===== config.mk =====
export PLATFORM = sky130hd
export DESIGN_NAME = ps2_mouse_packet_tracker_top
export DESIGN_NICKNAME = d
export VERILOG_FILES = /design/src/rtl/ps2mt_pkg.sv /design/src/rtl/ps2mt_frame.sv /design/src/rtl/ps2mt_axis.sv /design/src/rtl/ps2_mouse_packet_tracker_top.sv
export SDC_FILE = /design/constraint.sdc
export NUM_CORES = 1
export LEC_CHECK = 0
export BUFFER_PORTS_ARGS = -buffer_cell sky130_fd_sc_hd__clkbuf_2
export CORE_ASPECT_RATIO = 1.4
export CORE_UTILIZATION = 50
export CTS_CLUSTER_SIZE = 25
export DETAILED_ROUTE_END_ITERATION = 16
export PLACE_DENSITY = 0.75
export SYNTH_ARGS = -nofsm -noshare
export SYNTH_HDL_FRONTEND = slang
export SYNTH_SLANG_ARGS = --single-unit

===== constraint.sdc =====
create_clock -name clk -period 18.68 [get_ports clk]
set_input_delay 4.67 -clock clk [delete_from_list [all_inputs] [get_ports clk]]
set_output_delay 4.67 -clock clk [all_outputs]
set_load 0.01 [all_outputs]

===== src/rtl/ps2mt_pkg.sv =====
// ps2mt_pkg: shared types, register indexes and constants for the ps/2 mouse packet tracker
// depends on nothing; imported by every rtl module of the block
`timescale 1ns / 1ps

package ps2mt_pkg;

  // coordinate width default
  localparam int COORD_BITS_DEF = 16;

  // configuration port
  localparam int CFG_IDX_W  = 3;
  localparam int CFG_DATA_W = 16;

  localparam logic [CFG_IDX_W-1:0] CFG_SCREEN_WIDTH  = 3'd0;
  localparam logic [CFG_IDX_W-1:0] CFG_SCREEN_HEIGHT = 3'd1;
  localparam logic [CFG_IDX_W-1:0] CFG_CLAMP_ENABLE  = 3'd2;
  localparam logic [CFG_IDX_W-1:0] CFG_HOME_X        = 3'd3;
  localparam logic [CFG_IDX_W-1:0] CFG_HOME_Y        = 3'd4;

  // register reset values
  localparam logic [15:0] SCREEN_WIDTH_RST  = 16'd1024;
  localparam logic [15:0] SCREEN_HEIGHT_RST = 16'd768;
  localparam logic        CLAMP_ENABLE_RST  = 1'b0;
  localparam logic [15:0] HOME_X_RST        = 16'd512;
  localparam logic [15:0] HOME_Y_RST        = 16'd384;

  // header byte layout
  localparam int SYNC_BIT   = 3;   // always set in a header byte
  localparam int OVF_X_BIT  = 6;
  localparam int OVF_Y_BIT  = 7;
  localparam int BUTTONS_W  = 3;   // low bits of the header

  // substitution values for an overflowed delta
  localparam logic signed [8:0] DELTA_OVF_NEG = -9'sd127;
  localparam logic signed [8:0] DELTA_OVF_POS = 9'sd127;

  // byte position within a packet
  typedef enum logic [2:0] {
    PH_HEAD = 3'b001,
    PH_X    = 3'b010,
    PH_Y    = 3'b100
  } phase_t;

  // decoded packet, valid when done is set
  typedef struct packed {
    logic                  done;
    logic [BUTTONS_W-1:0]  buttons;
    logic signed [7:0]     delta_x;
    logic signed [8:0]     delta_y;
  } pkt_t;

endpackage


===== src/rtl/ps2mt_frame.sv =====
// ps2mt_frame: byte framing of 3-byte ps/2 packets and delta decoding
// depends on ps2mt_pkg
`timescale 1ns / 1ps

module ps2mt_frame
  import ps2mt_pkg::*;
(
  input  logic       clk,
  input  logic       rst,
  input  logic       advance,
  input  logic [7:0] data_byte,
  output pkt_t       pkt
);

  phase_t     phase;
  phase_t     phase_next;
  logic [7:0] header;
  logic [7:0] x_byte;

  logic signed [7:0] dx_raw;
  logic signed [8:0] dy_raw;
  logic signed [8:0] dx_sub;

  always_comb begin
    phase_next = phase;
    unique case (phase)
      PH_HEAD: begin
        if (data_byte[SYNC_BIT]) phase_next = PH_X;
      end
      PH_X:    phase_next = PH_Y;
      PH_Y:    phase_next = PH_HEAD;
      default: phase_next = PH_HEAD;
    endcase
  end

  always_ff @(posedge clk) begin
    if (rst) begin
      phase  <= PH_HEAD;
      header <= '0;
      x_byte <= '0;
    end else if (advance) begin
      phase <= phase_next;
      if (phase == PH_HEAD && data_byte[SYNC_BIT]) header <= data_byte;
      if (phase == PH_X) x_byte <= data_byte;
    end
  end

  // y is reported up-positive, screen is down-positive
  assign dx_raw = $signed(x_byte);
  assign dy_raw = 9'sd0 - $signed({data_byte[7], data_byte});

  assign dx_sub = (dx_raw > 8'sd0) ? DELTA_OVF_NEG : DELTA_OVF_POS;

  always_comb begin
    pkt.done    = (phase == PH_Y);
    pkt.buttons = header[BUTTONS_W-1:0];
    pkt.delta_x = header[OVF_X_BIT] ? dx_sub[7:0] : dx_raw;
    if (header[OVF_Y_BIT]) begin
      pkt.delta_y = (dy_raw > 9'sd0) ? DELTA_OVF_NEG : DELTA_OVF_POS;
    end else begin
      pkt.delta_y = dy_raw;
    end
  end

endmodule


===== src/rtl/ps2mt_axis.sv =====
// ps2mt_axis: one cursor coordinate with move, saturate, clamp and home load
// depends on ps2mt_pkg
`timescale 1ns / 1ps

module ps2mt_axis
  import ps2mt_pkg::*;
#(
  parameter int          COORD_BITS = COORD_BITS_DEF,
  parameter logic [15:0] HOME_RESET = HOME_X_RST
) (
  input  logic              clk,
  input  logic              rst,
  input  logic              step,
  input  logic signed [8:0] delta,
  input  logic [15:0]       size,
  input  logic              clamp_en,
  input  logic              load,
  input  logic [15:0]       load_val,
  output logic [15:0]       pos_next16
);

  localparam int SW = ((COORD_BITS > 16) ? COORD_BITS : 16) + 2;
  localparam logic [SW-1:0] MAXV = {{(SW-COORD_BITS){1'b0}}, {COORD_BITS{1'b1}}};

  function automatic logic [COORD_BITS-1:0] sat(input logic [SW-1:0] v);
    logic [COORD_BITS-1:0] r;
    r = (v > MAXV) ? MAXV[COORD_BITS-1:0] : v[COORD_BITS-1:0];
    return r;
  endfunction

  logic [COORD_BITS-1:0] cur;
  logic [COORD_BITS-1:0] cur_next;
  logic signed [SW-1:0]  sum;
  logic [SW-1:0]         sum_pos;
  logic [COORD_BITS-1:0] sat_val;
  logic [SW-1:0]         sat_ext;
  logic [15:0]           lim;
  logic [SW-1:0]         lim_ext;
  logic [SW-1:0]         next_ext;

  assign sum = $signed({{(SW-COORD_BITS){1'b0}}, cur}) + $signed({{(SW-9){delta[8]}}, delta});
  // floor at zero, then saturate at the coordinate maximum
  assign sum_pos = sum[SW-1] ? '0 : sum;
  assign sat_val = sat(sum_pos);
  assign sat_ext = {{(SW-COORD_BITS){1'b0}}, sat_val};

  assign lim     = (size == 16'd0) ? 16'd0 : size - 16'd1;
  assign lim_ext = {{(SW-16){1'b0}}, lim};

  assign cur_next   = (clamp_en && sat_ext > lim_ext) ? lim_ext[COORD_BITS-1:0] : sat_val;
  assign next_ext   = {{(SW-COORD_BITS){1'b0}}, cur_next};
  assign pos_next16 = next_ext[15:0];

  always_ff @(posedge clk) begin
    if (rst) begin
      cur <= sat({{(SW-16){1'b0}}, HOME_RESET});
    end else if (load) begin
      cur <= sat({{(SW-16){1'b0}}, load_val});
    end else if (step) begin
      cur <= cur_next;
    end
  end

endmodule


===== src/rtl/ps2_mouse_packet_tracker_top.sv =====
// ps2_mouse_packet_tracker_top: top level of the ps/2 mouse packet tracker
// depends on ps2mt_pkg, ps2mt_frame, ps2mt_axis
`timescale 1ns / 1ps

// usage
//   input channel: one mouse byte per request on data_byte (in_valid/in_ready).
//   bytes are framed into 3-byte packets; while hunting for a header, bytes
//   with bit 3 clear are dropped. the third byte of a packet yields one result
//   request on the output channel (out_valid/out_ready) carrying the new cursor
//   position, buttons and the applied deltas.
//   path: a byte is held in the input register, then its result is loaded into
//   the output register once that register is free.
//   throughput: one byte per cycle when not stalled, set by the single-pass
//   update of the position registers between the input and result registers.
//   stall: a stalled result holds the output register; the input register
//   keeps taking header and x bytes, and stops only when a third byte finds
//   the output register still occupied, which then deasserts in_ready.
//   reset (rst, synchronous): byte framing restarts at a header, registers go
//   to width 1024, height 768, clamp off, and the cursor goes home (512, 384).
//   config: cfg_we writes register cfg_index at once; writing home_x or
//   home_y moves only the cursor. write only while the block is idle.

module ps2_mouse_packet_tracker_top
  import ps2mt_pkg::*;
#(
  parameter int COORD_BITS = COORD_BITS_DEF
) (
  input  logic                  clk,
  input  logic                  rst,
  // byte input
  input  logic                  in_valid,
  output logic                  in_ready,
  input  logic [7:0]            data_byte,
  // result output
  output logic                  out_valid,
  input  logic                  out_ready,
  output logic [15:0]           pos_x,
  output logic [15:0]           pos_y,
  output logic [BUTTONS_W-1:0]  buttons,
  output logic signed [7:0]     delta_x,
  output logic signed [8:0]     delta_y,
  // configuration writes
  input  logic                  cfg_we,
  input  logic [CFG_IDX_W-1:0]  cfg_index,
  input  logic [CFG_DATA_W-1:0] cfg_data
);

  // configuration registers
  logic [15:0] screen_width;
  logic [15:0] screen_height;
  logic        clamp_enable;
  logic        load_x;
  logic        load_y;

  // input register
  logic       s1_valid;
  logic [7:0] s1_byte;
  logic       s1_adv;
  logic       out_free;
  logic       res_load;

  pkt_t        pkt;
  logic [15:0] pos_x_next;
  logic [15:0] pos_y_next;

  // register decode; home writes load the cursor
  always_comb begin
    load_x = 1'b0;
    load_y = 1'b0;
    unique case (cfg_index)
      CFG_HOME_X: load_x = cfg_we;
      CFG_HOME_Y: load_y = cfg_we;
      default: ;
    endcase
  end

  always_ff @(posedge clk) begin
    if (rst) begin
      screen_width  <= SCREEN_WIDTH_RST;
      screen_height <= SCREEN_HEIGHT_RST;
      clamp_enable  <= CLAMP_ENABLE_RST;
    end else if (cfg_we) begin
      unique case (cfg_index)
        CFG_SCREEN_WIDTH:  screen_width  <= cfg_data[15:0];
        CFG_SCREEN_HEIGHT: screen_height <= cfg_data[15:0];
        CFG_CLAMP_ENABLE:  clamp_enable  <= cfg_data[0];
        default: ;
      endcase
    end
  end

  // a byte leaves the input register unless it completes a packet and the
  // result slot is still held by the receiver
  assign out_free = !out_valid || out_ready;
  assign s1_adv   = s1_valid && (!pkt.done || out_free);
  assign res_load = s1_adv && pkt.done;
  assign in_ready = !s1_valid || s1_adv;

  always_ff @(posedge clk) begin
    if (rst) begin
      s1_valid <= 1'b0;
    end else if (in_ready) begin
      s1_valid <= in_valid;
    end
  end

  always_ff @(posedge clk) begin
    if (in_valid && in_ready) s1_byte <= data_byte;
  end

  ps2mt_frame u_frame (
    .clk       (clk),
    .rst       (rst),
    .advance   (s1_adv),
    .data_byte (s1_byte),
    .pkt       (pkt)
  );

  ps2mt_axis #(
    .COORD_BITS (COORD_BITS),
    .HOME_RESET (HOME_X_RST)
  ) u_axis_x (
    .clk        (clk),
    .rst        (rst),
    .step       (res_load),
    .delta      ({pkt.delta_x[7], pkt.delta_x}),
    .size       (screen_width),
    .clamp_en   (clamp_enable),
    .load       (load_x),
    .load_val   (cfg_data[15:0]),
    .pos_next16 (pos_x_next)
  );

  ps2mt_axis #(
    .COORD_BITS (COORD_BITS),
    .HOME_RESET (HOME_Y_RST)
  ) u_axis_y (
    .clk        (clk),
    .rst        (rst),
    .step       (res_load),
    .delta      (pkt.delta_y),
    .size       (screen_height),
    .clamp_en   (clamp_enable),
    .load       (load_y),
    .load_val   (cfg_data[15:0]),
    .pos_next16 (pos_y_next)
  );

  // result register
  always_ff @(posedge clk) begin
    if (rst) begin
      out_valid <= 1'b0;
    end else if (res_load) begin
      out_valid <= 1'b1;
    end else if (out_ready) begin
      out_valid <= 1'b0;
    end
  end

  always_ff @(posedge clk) begin
    if (res_load) begin
      pos_x   <= pos_x_next;
      pos_y   <= pos_y_next;
      buttons <= pkt.buttons;
      delta_x <= pkt.delta_x;
      delta_y <= pkt.delta_y;
    end
  end

  // a new result only ever comes from a completed packet
  a_result_from_packet: assert property (@(posedge clk) disable iff (rst)
    $rose(out_valid) |-> $past(res_load))
    else $error("result appeared without a completed packet");

  // a held byte in the input register is not lost or altered
  a_input_hold: assert property (@(posedge clk) disable iff (rst)
    (s1_valid && !s1_adv) |=> (s1_valid && $stable(s1_byte)))
    else $error("stalled input byte lost or changed");

  // with clamping on and a nonzero screen width, a fresh x result stays inside it
  a_clamp_x: assert property (@(posedge clk) disable iff (rst)
    (res_load && clamp_enable && screen_width != 16'd0) |=> (pos_x < $past(screen_width)))
    else $error("x position outside clamp range");

endmodule

==> results list <==
- The flow ran to the end, and the final reports show no timing, DRC or antenna violations.
* Power, Total: around 0.00083 W
- Power per cell area: around 78 mW/mm^2
- Final worst clock skew: 8.60 ps
* Reported max-cap violation count: 0
- Final hold violation count: 0
- STA puts the critical path data required time at 14,010 ps.
- Classification of the worst setup path: primary input to primary output
- Final worst path period share: 53.8%
* Core Region: 0.0186 sq mm
- Once the floorplan was initialized, standard cells occupied 51.0% of the core.
- Via count of the first global-routing pass: 7,948
- In this run the post-CTS setup repair buffer count came out at 0.
* Flip-flop and latch count after synthesis: about 140
* Number of nets in the finished design: between 1,000 and 1,500
- For this run, the top clock speed supported by timing is between 90 and 100 MHz.
* Post-route DRC: 0
- The critical path goes through clkbuf_2 > nand3b_1 > or2_2 > clkbuf_2.
- Critical path's largest stage delay: 320 ps
- Clock Sink Count: around 140
- The number of max-slew violations in the final report is 0.
* Number of enable flip-flop cells after synthesis: 60
- The first global-routing pass estimated roughly 40,000 um of wire.
- TritonCTS clock tree: done
- After detailed routing, the average wire length per cell comes to 18.0 um.
- Total of hold buffers inserted after clock tree synthesis: 0
- The library cell used most frequently in the layout, excluding fill and tap cells, is sky130_fd_sc_hd__nand2_1.
* Number of buffers added by the clock tree synthesis step: 17
- Of the synthesized area, sequential elements account for ~37%.
* Final setup fails: 0
- At the pin with the least slew margin, the transition time is between 1000 and 1500 ps.
- The average instance in the mapped netlist occupies between 8 and 9 sq um.
* Maximum clock path buffer count: 2
- The routed layout has about 8,400 vias.
* Antenna violations before repair: 0
- The worst hold path belongs to the class register to register.
* Die area: 0.0195 sq mm
- Synthesis Warnings: 0
* Initial DRC Count: between 500 and 600
- For this design the top-level I/O count stands at 86.
* Post-Syn Area: ~0.0095 sq mm
* Most common cell on crit path: sky130_fd_sc_hd__clkbuf_2
* Clock transition at the registers of the reported paths: approximately 60 ps
- At the end of the flow the core is filled with cells to 57.1%.
- Count of antenna diodes in the layout: 0
- At the later pin of the worst-skew pair, clock insertion delay measures between 400 and 500 ps.
- Worst Path Buf+Inv: 2
- Half-perimeter wire length after detailed placement: between 15,000 and 20,000 um
- Final min period: between 10,000 and 15,000 ps
* Peak supply drop: between 50 and 60 uV
- Entering global routing, the biggest net connects 53 pins.
- Worst-path cell with the longest stage delay: sky130_fd_sc_hd__or2_2
- Measured along the x axis, the die boundary spans between 100 and 150 um.
* Via-per-instance ratio: roughly 5.9
- Share of final-layout standard cells stronger than drive strength 1: approximately 14%
- The analysis attributes to cell leakage a power of ~4.4 nW.
- Buffers placed on the I/O ports in this run total 85.
* Slew margin rel.: 22.6%
- Overflow after GRT: 0
- RSZ-0062 raised after global routing: false
- Wires add up to 25,400 um.
* Post-Syn Nets: 1,196
* Worst path top cell family by delay: simple AND/OR/NAND/NOR gates
- Counting every instance in the synthesized netlist gives between 1,000 and 1,500.
* Setup TNS: 0 ps
- After floorplanning, the core was divided into between 50 and 60 placement rows.
- Yosys cell types: 82
- After routing the design area is between 0.01 and 0.015 sq mm.
- The tree is rooted in a sky130_fd_sc_hd__clkbuf_16.
- In the synthesized netlist the dominant register cell turns out to be sky130_fd_sc_hd__dfxtp_1.
- Detailed-routing iteration count for the pre-antenna-repair pass: 5
- Global Route Usage Sum: between 20% and 30%
- Global placement routability congestion: 0.972
- The H-tree was split into 4 levels.
- After clock tree synthesis, the repair step resized 0 gates.
- Die outline height: about 160 um
- In this run the cell area measured after placement is between 0.01 and 0.015 sq mm.
- Of all nets on the critical path, the largest fanout is 3.
* Arr. time, crit path: 5380 ps
- Post-synthesis async set-or-reset flop share: 0%
- The worst setup path is captured at a primary output.
- The worst setup path is launched from a primary input.
* Top library cells by usage in the layout, fill and taps aside: 168 x sky130_fd_sc_hd__nand2_1, 102 x sky130_fd_sc_hd__nor2_1, 91 x sky130_fd_sc_hd__a21oi_1, 85 x sky130_fd_sc_hd__clkbuf_2, 83 x sky130_fd_sc_hd__dfxtp_1
- Routed Antenna Nets: 0
* Layout overhead on the synthesized area: 11.9%
[logic make-up (layout without fill, tap and decap cells)]
| kind of cell | count (synthesis) | count (layout) | share of synthesized area, % |
|---|---|---|---|
| simple gates | 427 | 427 | 21.5 |
| compound gates | 302 | 302 | 21.7 |
| flops | 143 | 143 | 36.5 |
| buf+inv | 76 | 150 | 3.26 |
| fa+ha+maj | 72 | 72 | 9.66 |
| xor+xnor | 52 | 52 | 5.04 |
| mux | 20 | 20 | 2.30 |
[final cells by class]
type | instances | area [sq um]
Clock buffer | 20 | 447
Clock inverter | 11 | 118
Fill cell | 1692 | 7990
Inverter | 29 | 109
Multi-Input combinational cell | 873 | 5710
Sequential cell | 143 | 3460
Tap cell | 244 | 305
Timing Repair Buffer | 90 | 463
[metal layers]
metal	share of wire, %	vias up	GRT usage, %
met2	52	247	49.0
met1	39	3962	29.2
li1	-	4096	-
met4	5.2	0	14.6
met5	0	-	0
met3	3.4	82	3.80
[synthesized netlist by cell type (all sizes together) (21+ instances only)]
cell      n  area (sq um)
dfxtp    83          1660
ha       70           876
xor2     23           216
o21a     23           173
nor3     21           115
a21o     25           188
inv      29           109
clkbuf   34           128
o21ai    52           264
nand2   168           631
a21oi    94           482
edfxtp   60          1800
nor2    102           383
xnor2    29           262
nand2b   21           131
[path summary, 6_finish.rpt]
path                                                     start  cells past startpoint                           end  slack (ps)
worst max register to register            s1_byte[0]$_DFFE_PP_                     25  u_axis_y.cur[7]$_SDFFE_PP1P_       10610
worst min register to register  u_frame.header[0]$_SDFFE_PP0P_                      0          buttons[0]$_DFFE_PP_         430
worst max-delay path                                 out_ready                      4                      in_ready        8630
worst min-delay path            u_frame.header[0]$_SDFFE_PP0P_                      0          buttons[0]$_DFFE_PP_         430
[sequential cells by signal, indices dropped and copies added (netlist names), 9 cells and up]
register and cells:
u_axis_x.cur 16, screen_height 16, pos_y 16, screen_width 16, pos_x 16, u_axis_y.cur 16
delta_y 9
[where the power goes]
| part | switching, W | internal, W | total (W) | leakage [nW] |
|---|---|---|---|---|
| registers | 0.00000743 | 0.000334 | 0.000342 | 1.22 |
| logic | 0.0000960 | 0.0000605 | 0.000157 | 2.93 |
| clock network | 0.000133 | 0.000198 | 0.000332 | 0.267 |
[per-stage QoR]
stage	cells	hold slack (ps)	setup WS, ps
2_1_floorplan	1092	408	8850
3_3_place_gp	1379	415	8650
3_5_place_dp	1379	418	8630
4_1_cts	1410	429	8620
5_1_grt	1410	449	8550
6_report	1410	427	8630
Power figures use the tool's default switching activity.
